$ cat src/rtl/sfpd_pkg.sv
// Package for the SYN frame parity deframer.
// Holds widths, reset values, register codes and the structs shared by the modules.
// No dependencies.
package sfpd_pkg;

    localparam int CHAR_W   = 7;
    localparam int BITPOS_W = 3;
    localparam int POS_W    = 8;

    localparam logic [CHAR_W-1:0]   SYNC_RESET  = 7'd22;
    localparam logic [POS_W-1:0]    FRAME_RESET = 8'd67;
    localparam logic [POS_W-1:0]    MIN_FRAME   = 8'd4;
    localparam logic [POS_W-1:0]    HDR_CHARS   = 8'd3;
    localparam logic [BITPOS_W-1:0] LAST_BIT    = 3'd7;

    // Register selects, taken from address bit 2.
    localparam logic REG_SYNC  = 1'b0;
    localparam logic REG_FRAME = 1'b1;

    typedef struct packed {
        logic              done;
        logic [CHAR_W-1:0] value;
        logic              odd;
    } t_char;

    typedef struct packed {
        logic              valid;
        logic [CHAR_W-1:0] data_char;
        logic              parity_error;
        logic              frame_error;
        logic              last_in_frame;
    } t_result;

endpackage

$ cat src/rtl/sfpd_char_asm.sv
// Character assembler: shifts line bits (a parity bit, then seven data bits) into 7-bit characters and tracks parity.
// Depends on sfpd_pkg.
module sfpd_char_asm (
    input  logic           i_clk,
    input  logic           i_rst_n,
    input  logic           i_en,
    input  logic           i_bit,
    output sfpd_pkg::t_char o_char
);

    logic [sfpd_pkg::CHAR_W-1:0]   r_shift, n_shift;
    logic                          r_par, n_par;
    logic [sfpd_pkg::BITPOS_W-1:0] r_bitpos, n_bitpos;

    always_comb begin
        n_shift  = r_shift;
        n_par    = r_par;
        n_bitpos = r_bitpos;
        if (i_en) begin
            if (r_bitpos == '0) begin
                // Parity bit opens the character.
                n_par    = i_bit;
                n_shift  = '0;
                n_bitpos = r_bitpos + 1'b1;
            end else begin
                n_par    = r_par ^ i_bit;
                n_shift  = {i_bit, r_shift[sfpd_pkg::CHAR_W-1:1]};
                n_bitpos = (r_bitpos == sfpd_pkg::LAST_BIT) ? '0 : r_bitpos + 1'b1;
            end
        end
    end

    assign o_char.done  = i_en && (r_bitpos == sfpd_pkg::LAST_BIT);
    assign o_char.value = {i_bit, r_shift[sfpd_pkg::CHAR_W-1:1]};
    assign o_char.odd   = r_par ^ i_bit;

    always_ff @(posedge i_clk) begin
        if (!i_rst_n) begin
            r_shift  <= '0;
            r_par    <= 1'b0;
            r_bitpos <= '0;
        end else begin
            r_shift  <= n_shift;
            r_par    <= n_par;
            r_bitpos <= n_bitpos;
        end
    end

endmodule

$ cat src/rtl/sfpd_frame_ctl.sv
// Frame control: checks sync and length characters and classifies data characters.
// Depends on sfpd_pkg.
module sfpd_frame_ctl (
    input  logic                        i_clk,
    input  logic                        i_rst_n,
    input  sfpd_pkg::t_char             i_char,
    input  logic [sfpd_pkg::CHAR_W-1:0] i_sync_code,
    input  logic [sfpd_pkg::POS_W-1:0]  i_frame_bytes,
    output sfpd_pkg::t_result           o_result,
    output logic                        o_halted
);

    logic [sfpd_pkg::POS_W-1:0]  r_pos, n_pos;
    logic [sfpd_pkg::CHAR_W-1:0] r_len, n_len;
    logic                        r_halted, n_halted;
    logic [sfpd_pkg::POS_W-1:0]  eff;
    logic [sfpd_pkg::POS_W:0]    data_end;
    logic [sfpd_pkg::POS_W:0]    next_pos;

    always_comb begin
        eff      = (i_frame_bytes < sfpd_pkg::MIN_FRAME) ? sfpd_pkg::MIN_FRAME : i_frame_bytes;
        data_end = {1'b0, sfpd_pkg::HDR_CHARS} + {2'b00, r_len};
        next_pos = {1'b0, r_pos} + 9'd1;

        n_pos    = r_pos;
        n_len    = r_len;
        n_halted = r_halted;
        o_result = '0;

        if (i_char.done) begin
            if (r_pos < 8'd2) begin
                if (i_char.value != i_sync_code) begin
                    n_halted             = 1'b1;
                    o_result.valid       = 1'b1;
                    o_result.frame_error = 1'b1;
                end
            end else if (r_pos == 8'd2) begin
                if ({1'b0, i_char.value} > (eff - sfpd_pkg::HDR_CHARS)) begin
                    n_halted             = 1'b1;
                    o_result.valid       = 1'b1;
                    o_result.frame_error = 1'b1;
                end else begin
                    n_len = i_char.value;
                end
            end else if ({1'b0, r_pos} < data_end) begin
                o_result.valid         = 1'b1;
                o_result.data_char     = i_char.value;
                o_result.parity_error  = !i_char.odd;
                o_result.last_in_frame = ({1'b0, r_pos} == data_end - 9'd1);
            end
            // The frame ends once the next index would reach the effective size.
            n_pos = (next_pos >= {1'b0, eff}) ? '0 : next_pos[sfpd_pkg::POS_W-1:0];
        end
    end

    assign o_halted = r_halted;

    always_ff @(posedge i_clk) begin
        if (!i_rst_n) begin
            r_pos    <= '0;
            r_len    <= '0;
            r_halted <= 1'b0;
        end else begin
            r_pos    <= n_pos;
            r_len    <= n_len;
            r_halted <= n_halted;
        end
    end

endmodule

$ cat src/rtl/sfpd_out_reg.sv
// Output register: holds one result until the downstream side takes it.
// Depends on sfpd_pkg.
module sfpd_out_reg (
    input  logic                        i_clk,
    input  logic                        i_rst_n,
    input  sfpd_pkg::t_result           i_result,
    input  logic                        i_load_ok,
    input  logic                        i_tready,
    output logic                        o_can_load,
    output logic                        o_tvalid,
    output logic [sfpd_pkg::CHAR_W-1:0] o_data_char,
    output logic                        o_parity_error,
    output logic                        o_frame_error,
    output logic                        o_last_in_frame
);

    logic                        r_valid;
    logic [sfpd_pkg::CHAR_W-1:0] r_data;
    logic                        r_perr;
    logic                        r_ferr;
    logic                        r_last;
    logic                        load;

    assign o_can_load = !r_valid || i_tready;
    assign load       = i_load_ok && i_result.valid;

    always_ff @(posedge i_clk) begin
        if (!i_rst_n) begin
            r_valid <= 1'b0;
        end else if (o_can_load) begin
            r_valid <= load;
        end
    end

    always_ff @(posedge i_clk) begin
        if (o_can_load && load) begin
            r_data <= i_result.data_char;
            r_perr <= i_result.parity_error;
            r_ferr <= i_result.frame_error;
            r_last <= i_result.last_in_frame;
        end
    end

    assign o_tvalid        = r_valid;
    assign o_data_char     = r_data;
    assign o_parity_error  = r_perr;
    assign o_frame_error   = r_ferr;
    assign o_last_in_frame = r_last;

endmodule

$ cat src/rtl/syn_frame_parity_deframer.sv
// SYN framed deframer with odd parity, one line bit per request.
// A completed character's result appears in the cycle after its last bit is accepted.
// Throughput: one bit per cycle; the input stalls only while the output register is full
// and not being taken.
// Reset (synchronous, active low) clears the bit and character counters, the halt flag,
// the output valid and sets sync_code to 22 and frame_bytes to 67.
module syn_frame_parity_deframer (
    input  logic        i_clk,
    input  logic        i_rst_n,
    // APB configuration port
    input  logic        psel,
    input  logic        penable,
    input  logic        pwrite,
    input  logic [2:0]  paddr,
    input  logic [31:0] pwdata,
    output logic [31:0] prdata,
    output logic        pready,
    // Input stream
    input  logic        s_axis_tvalid,
    output logic        s_axis_tready,
    input  logic [7:0]  s_axis_tdata,   // [0] bit_req, [7:1] zero
    // Output stream
    output logic        m_axis_tvalid,
    input  logic        m_axis_tready,
    output logic [7:0]  m_axis_tdata,   // [6:0] data_char, [7] zero
    output logic [1:0]  m_axis_tuser,   // [0] parity_error, [1] frame_error
    output logic        m_axis_tlast    // last_in_frame
);

    logic [sfpd_pkg::CHAR_W-1:0] r_sync_code;
    logic [sfpd_pkg::POS_W-1:0]  r_frame_bytes;
    logic                        accept;
    logic                        halted;
    logic                        can_load;
    sfpd_pkg::t_char             chr;
    sfpd_pkg::t_result           result;
    logic [sfpd_pkg::CHAR_W-1:0] out_char;
    logic                        out_perr;
    logic                        out_ferr;

    assign pready = 1'b1;

    always_ff @(posedge i_clk) begin
        if (!i_rst_n) begin
            r_sync_code   <= sfpd_pkg::SYNC_RESET;
            r_frame_bytes <= sfpd_pkg::FRAME_RESET;
        end else if (psel && penable && pwrite && pready) begin
            case (paddr[2])
                sfpd_pkg::REG_SYNC:  r_sync_code   <= pwdata[sfpd_pkg::CHAR_W-1:0];
                sfpd_pkg::REG_FRAME: r_frame_bytes <= pwdata[sfpd_pkg::POS_W-1:0];
                default: ;
            endcase
        end
    end

    always_comb begin
        case (paddr[2])
            sfpd_pkg::REG_SYNC:  prdata = {25'd0, r_sync_code};
            sfpd_pkg::REG_FRAME: prdata = {24'd0, r_frame_bytes};
            default:             prdata = '0;
        endcase
    end

    assign s_axis_tready = can_load;
    assign accept        = s_axis_tvalid && s_axis_tready;

    sfpd_char_asm u_char_asm (
        .i_clk   (i_clk),
        .i_rst_n (i_rst_n),
        .i_en    (accept && !halted),
        .i_bit   (s_axis_tdata[0]),
        .o_char  (chr)
    );

    sfpd_frame_ctl u_frame_ctl (
        .i_clk         (i_clk),
        .i_rst_n       (i_rst_n),
        .i_char        (chr),
        .i_sync_code   (r_sync_code),
        .i_frame_bytes (r_frame_bytes),
        .o_result      (result),
        .o_halted      (halted)
    );

    sfpd_out_reg u_out_reg (
        .i_clk           (i_clk),
        .i_rst_n         (i_rst_n),
        .i_result        (result),
        .i_load_ok       (accept),
        .i_tready        (m_axis_tready),
        .o_can_load      (can_load),
        .o_tvalid        (m_axis_tvalid),
        .o_data_char     (out_char),
        .o_parity_error  (out_perr),
        .o_frame_error   (out_ferr),
        .o_last_in_frame (m_axis_tlast)
    );

    assign m_axis_tdata = {1'b0, out_char};
    assign m_axis_tuser = {out_ferr, out_perr};

endmodule

$ cat config.mk
export PLATFORM = sky130hd
export DESIGN_NAME = syn_frame_parity_deframer
export DESIGN_NICKNAME = d
export VERILOG_FILES = /design/src/rtl/sfpd_pkg.sv /design/src/rtl/sfpd_char_asm.sv /design/src/rtl/sfpd_frame_ctl.sv /design/src/rtl/sfpd_out_reg.sv /design/src/rtl/syn_frame_parity_deframer.sv
export SDC_FILE = /design/constraint.sdc
export NUM_CORES = 1
export LEC_CHECK = 0
export BUFFER_PORTS_ARGS = -buffer_cell sky130_fd_sc_hd__clkbuf_2
export CAP_MARGIN = 20
export CORE_UTILIZATION = 47
export DETAILED_ROUTE_END_ITERATION = 16
export PLACE_DENSITY = 0.72
export SETUP_SLACK_MARGIN = 0.02
export SYNTH_ARGS = -nofsm -noshare
export SYNTH_HDL_FRONTEND = slang
export SYNTH_SLANG_ARGS = --single-unit
$ cat constraint.sdc
create_clock -name i_clk -period 3.65 [get_ports i_clk]
set_input_delay 0.1825 -clock i_clk [delete_from_list [all_inputs] [get_ports i_clk]]
set_output_delay 0.1825 -clock i_clk [all_outputs]
set_load 0.05 [all_outputs]
* Word-level counts from Yosys, hierarchy flattened
Cells that the tools add are included.
** Storage, ports and cells
- Register bits after elaboration :: 53
- Input port bits :: 50
- Output and inout bits :: 46
- Logic and storage cells :: 77
** Operators by class
- Add/sub/neg operators :: 5
- Magnitude comparators :: 5
- Eq/ne operators :: 5
- Multiplexer cells :: 24
- Bitwise operators :: 6
- Reduce and logical (&&, ||, !) cells :: 19
** Operators with widths (number)
- $pmux 32 s2 :: 1
- $mux 8 :: 4
- $mux 1 :: 14
- $mux 11 :: 1
- $add 8x1->9 const B :: 1
- $eq 8x9->1 :: 1
- $ge 9x8->1 :: 1
- $lt 8x9->1 :: 1
- $mux 9 :: 1
- $sub 9x1->9 const B :: 1
- $add 2x7->8 const A :: 1
- $eq 8x2->1 const B :: 1
- $gt 7x8->1 :: 1
- $lt 8x2->1 const B :: 1
- $lt 8x3->1 const B :: 1
- $reduce_and 4->1 :: 2
- $sub 8x2->8 const B :: 1
- $logic_and 1x1->1 :: 7
- $mux 7 :: 1
- $ne 7x7->1 :: 1
- $mux 3 :: 2
- $not 1->1 :: 5
- $reduce_and 2->1 :: 2
- $reduce_bool 2->1 :: 2
- 8 further kinds :: 10

* Logic depth before layout (Yosys ltp)
- Word-level depth :: 10
- Mapped depth :: 15
- Gate-level depth less buffers :: 15

* By module
Synthesis repeated with hierarchy kept, for this count alone.
** Unflattened totals
- Cell total of the unflattened synthesis :: 459
- Area total of the unflattened synthesis :: 4067.7 um^2
** By module, submodules not included
- sfpd_frame_ctl :: times used 1, cells an instance 289, area each 2254.7 um^2, seq. area each 320.3 um^2
- syn_frame_parity_deframer :: times used 1, cells an instance 105, area each 962.2 um^2, seq. area each 300.3 um^2
- sfpd_char_asm :: times used 1, cells an instance 50, area each 485.5 um^2, seq. area each 200.2 um^2
- sfpd_out_reg :: times used 1, cells an instance 15, area each 365.4 um^2, seq. area each 320.3 um^2

* Least setup slack after synthesis
Ideal clock, no wire load.
- Path type :: register to register
- Start point :: register r_frame_bytes[6] (netlist name)
- End point :: register u_out_reg.r_data, in the netlist u_out_reg.o_data_char[0] (enable)
- Setup time :: 315 ps
- Arrival time :: 2974 ps
- Required time :: 3335 ps
- Path slack :: 361 ps
- Cell stages (with the launch flop) :: 16
- Buffers on the path :: 0
- Period minus slack after synthesis :: 3289 ps
- Cells stage by stage :: dfxtp_1 nor4_2 nand2_1 nor2_1 nor2b_1 ha_1 nor2_1 nand2_1 nor3_1 xnor2_1 ha_1 and3_1 a21o_1 a31o_2 a211oi_2 or2_2
** On the way
- Longest elaborated chain between the ends :: 10
** RTL lines
- start: declaration :: RTL line syn_frame_parity_deframer.sv:31 : logic [sfpd_pkg::POS_W-1:0] r_frame_bytes;
- start signal: assignment :: RTL line syn_frame_parity_deframer.sv:46 : r_frame_bytes <= sfpd_pkg::FRAME_RESET;
- start signal: assignment :: RTL line syn_frame_parity_deframer.sv:50 : sfpd_pkg::REG_FRAME: r_frame_bytes <= pwdata[sfpd_pkg::POS_W-1:0];
- $lt 8x3->1 :: RTL line sfpd_frame_ctl.sv:21 : eff = (i_frame_bytes < sfpd_pkg::MIN_FRAME) ? sfpd_pkg::MIN_FRAME : i_frame_bytes;
- $mux 8 (*) :: RTL line sfpd_frame_ctl.sv:21
- $sub 8x2->8 (*) :: RTL line sfpd_frame_ctl.sv:38 : if ({1'b0, i_char.value} > (eff - sfpd_pkg::HDR_CHARS)) begin
- $gt 7x8->1 (*) :: RTL line sfpd_frame_ctl.sv:38
- $mux 1 (*) :: RTL line sfpd_frame_ctl.sv:38
- $mux 1 (*) :: RTL line sfpd_frame_ctl.sv:37 : end else if (r_pos == 8'd2) begin
- $mux 1 (*) :: RTL line sfpd_frame_ctl.sv:31 : if (r_pos < 8'd2) begin
- $mux 11 (*) :: RTL line sfpd_frame_ctl.sv:30 : if (i_char.done) begin
- $logic_and 1x1->1 (*) :: RTL line sfpd_out_reg.sv:25 : assign load = i_load_ok && i_result.valid;
- $logic_and 1x1->1 (*) :: RTL line sfpd_out_reg.sv:36 : if (o_can_load && load) begin
- end signal: assignment :: RTL line sfpd_out_reg.sv:37 : r_data <= i_result.data_char;
- end: declaration :: RTL line sfpd_out_reg.sv:18 : logic [sfpd_pkg::CHAR_W-1:0] r_data;
Mark *: on every way between the ends. The rest lies on a longest branch, timed or not.
A chain may end at the register's enable or synchronous reset.

* Worst setup path after layout
- Start point :: register r_frame_bytes[6] (netlist name)
- End point :: register u_out_reg.r_last, in the netlist u_out_reg.o_last_in_frame (enable)
** On the way
- Longest elaborated chain between the ends :: 10
** RTL lines
- $lt 8x3->1 :: RTL line sfpd_frame_ctl.sv:21
- $mux 8 (*) :: RTL line sfpd_frame_ctl.sv:21
- $sub 8x2->8 (*) :: RTL line sfpd_frame_ctl.sv:38
- $gt 7x8->1 (*) :: RTL line sfpd_frame_ctl.sv:38
- $mux 1 (*) :: RTL line sfpd_frame_ctl.sv:38
- $mux 1 (*) :: RTL line sfpd_frame_ctl.sv:37
- $mux 1 (*) :: RTL line sfpd_frame_ctl.sv:31
- $mux 11 (*) :: RTL line sfpd_frame_ctl.sv:30
- $logic_and 1x1->1 (*) :: RTL line sfpd_out_reg.sv:25
- $logic_and 1x1->1 (*) :: RTL line sfpd_out_reg.sv:36
- end signal: assignment :: RTL line sfpd_out_reg.sv:40 : r_last <= i_result.last_in_frame;
- end: declaration :: RTL line sfpd_out_reg.sv:21 : logic r_last;
Marked as above.

==> impl_metrics.py <==
metrics = {
    "setup_path": {
        "worstPathRequired_ns": 3.69,
        "start_kind": "register",
        "worstSetupPathType": "reg2reg",
        "startpoint": "r_frame_bytes[6]$_SDFFE_PN1P_",
        "end_kind": "register",
        "ff2ff_setup_slack_ns": 0.23,
        "reg2reg_from": "r_frame_bytes[6]$_SDFFE_PN1P_",
        "crit_arrival_ns": 3.46,
        "worstPathMaxFanout": 8,
    },
    "pwr": {
        "ir_drop_uv": 212.1,
        "p_leak_nw": 1.713,
        "power.density_nw_per_um2": 296.4,
        "finalPower_mw": 1.202,
    },
    "global_route": {
        "grtUsageMet3_pct": 4.271,
        "grt-ovfl-total": 0,
        "first_global_vias": 2821,
        "grtUsageTotal_pct": 19.52,
        "grt_start_max_net_pins": 29,
        "grt_pass1_wl_mm": 13.12,
        "use_met1_pct": 25.76,
        "grt-busiest-layer": "met2",
        "antenna_found_initial": 0,
        "met2_usage_pct": 31.64,
    },
    "clocking": {
        "cts_max_level": 2,
        "cts_tree": "done",
        "cts_sinks": 52,
        "cts_buffer_depth": 2,
        "clkTransAtPathRegs_ns": 0.10,
        "cts_setup_buffers": 0,
        "clock-root-buffer": "clkbuf_8",
        "insertion_delay_ns": 0.31,
        "cts_made_buffers": 5,
    },
    "sta": {
        "fin_skew_ns": 0.003004,
        "setup_violations": 0,
        "min_period_over_period_pct": 93.69,
        "setup_tns_ns": 0,
        "timing.hold.ws_ns": 0.07686,
        "fin_crit_ns": 3.420,
        "clock.fmax_ghz": 0.2924,
        "final_max_slew_viol_count": 0,
        "slew_headroom_pct": 53.79,
        "post-route-worst-setup-slack_ns": 0.2302,
        "hold_viol_final": 0,
        "worstMarginPinSlew_ns": 0.6932,
    },
    "final_layout": {
        "n_antenna_cell": 0,
        "drive_gt1_share_pct": 15.97,
        "fin_nets": 556,
        "final_common_cell": "nand2_1",
        "final_cell_mix": "46 x nand2_1, 41 x dfxtp_1, 38 x a21oi_1",
        "fin_util_pct": 52.49,
        "area_growth_pct": 7.672,
    },
    "logic_synthesis": {
        "yosysSeqAreaShare_pct": 30.29,
        "netlist-cell-type-count": 59,
        "synth-async-reset-ratio_pct": 0,
        "syn_avg_cell_area_um2": 8.409,
        "synth-seq-cells": 52,
        "yosys_warnings": 0,
        "syn_area_um2": 3767,
        "syn_inst": 448,
        "synthFlopType": "dfxtp_1",
        "synth-edff-count": 10,
    },
    "hold_path": {
        "hold_class": "in2reg",
        "min_from": "pwdata[7]",
    },
    "placed_design": {
        "hpwl_mm": 6.004,
        "place_ws_ns": 0.1311,
        "gp_congestion": 0.8316,
        "portBuffers": 36,
    },
    "detailed_routing": {
        "wl_mm": 8.065,
        "ant_nets": 0,
        "vias": 3194,
        "wl_per_cell_um": 13.95,
        "drc_errors": 0,
        "drtIter0Drc": 166,
        "firstDrtPassIters": 4,
        "vias_per_cell": 5.526,
    },
    "die": {
        "num_rows": 32,
        "ios": 96,
        "die_w_um": 91.53,
        "fp.coreArea_um2": 7727,
        "dieArea_um2": 8378,
        "initial_core_util_pct": 48.75,
        "dieHeight_um": 91.53,
    },
    "run_status": {
        "outcome": "finished, final reports clean",
    },
    "run": {
        "maxCapViolations": 0,
    },
}
Yosys cell counts, types with 3 or more instances:
library cell	number	area [µm²]
nor2b_1	8	50.05
nand2b_1	6	37.54
edfxtp_1	10	300.3
a32o_1	4	40.04
inv_1	21	78.83
mux2_2	7	78.83
clkbuf_1	11	41.29
nand4_1	3	18.77
or3_1	3	18.77
dfxtp_1	42	840.8
ha_1	31	387.9
and2_1	11	68.82
o21a_1	4	30.03
or2_2	3	18.77
nand3b_1	4	30.03
buf_4	29	217.7
xor2_1	9	78.83
o21ai_0	17	85.08
nor2_1	18	67.56
a21oi_1	38	190.2
and3_1	6	37.54
nand3_1	27	135.1
xnor2_1	25	219.0
nand2_1	47	176.4
buf_1	3	11.26
nor3_1	4	20.02
a22oi_1	4	30.03
a21o_1	7	52.55
o211ai_1	5	37.54
repair_timing:
action | in CTS | in global routing
hold buffers | 0 | 0
setup endpoints to repair | 0 | 15
resized for setup | 0 | 11
final timing paths:
check / end / depth (start not counted)
max: u_out_reg.o_last_in_frame$_SDFFCE_PP0P_ / 15
min reg2reg: r_frame_bytes[7]$_SDFFE_PN0P_ / 2
min: r_frame_bytes[7]$_SDFFE_PN0P_ / 3
max reg2reg: u_out_reg.o_last_in_frame$_SDFFCE_PP0P_ / 15
cells by family after synthesis:
family	count (synthesis)	share of synthesized area, %
and+or+nand+nor	155	21.82
xor gates and xnor gates	34	7.904
other	2	0.1993
buffers and inverters	69	10.23
adders and majority gates	31	10.30
muxes	9	2.624
DFF	52	30.29
AOI/OAI and AO/OA	96	16.64
critical path: stages (launching register included):
cell	delay, ns
dfxtp_2	0.36
nor4_4	0.32
nand2_1	0.11
nor2_2	0.11
nor2b_1	0.09
ha_2	0.20
nor2_2	0.09
nand2_2	0.09
nor3_2	0.22
xnor2_1	0.15
ha_1	0.26
and3_1	0.21
a21o_1	0.19
a31o_4	0.25
a211oi_4	0.29
or2_4	0.21
state kept, by name, summed over array words and instances (netlist names):
signal,flops
u_char_asm.r_par,1
u_out_reg.o_parity_error,1
u_out_reg.o_frame_error,1
u_frame_ctl.r_pos,8
u_frame_ctl.o_halted,1
r_frame_bytes,8
u_out_reg.o_last_in_frame,1
u_out_reg.o_tvalid,1
u_frame_ctl.r_len,7
u_char_asm.r_bitpos,3
r_sync_code,7
u_char_asm.r_shift,6
u_out_reg.o_data_char,7
metrics by stage:
step	cells	instance area, µm²
finish	578	4056
floorplan	472	3857
global placement	569	3908
CTS	577	4004
global route	578	4056
detailed placement	569	3908
cell type report:
type                            count  area, µm²
Clock inverter                      3      27.53
Timing Repair Buffer               42      225.2
Sequential cell                    52       1142
Tap cell                          102      127.6
Clock buffer                        5      68.82
Fill cell                         713       3671
Inverter                           22      82.58
Multi-Input combinational cell    352       2382
per-layer routing:
layer / routed length (µm) / share of wire [%]
met1: 3681 / 46
met2: 3808 / 47
met3: 418 / 5.2
met4: 156 / 1.9
met5: 0 / 0
where the power goes:
group / switching [mW] / total (mW) / internal [mW] / leakage, nW
clock: 0.207 / 0.348 / 0.141 / 0.0463
combinational: 0.174 / 0.249 / 0.0754 / 1.22
sequential: 0.0139 / 0.606 / 0.592 / 0.447
total: 0.394 / 1.20 / 0.808 / 1.71
Note: power is estimated with default switching activity, not from simulation.
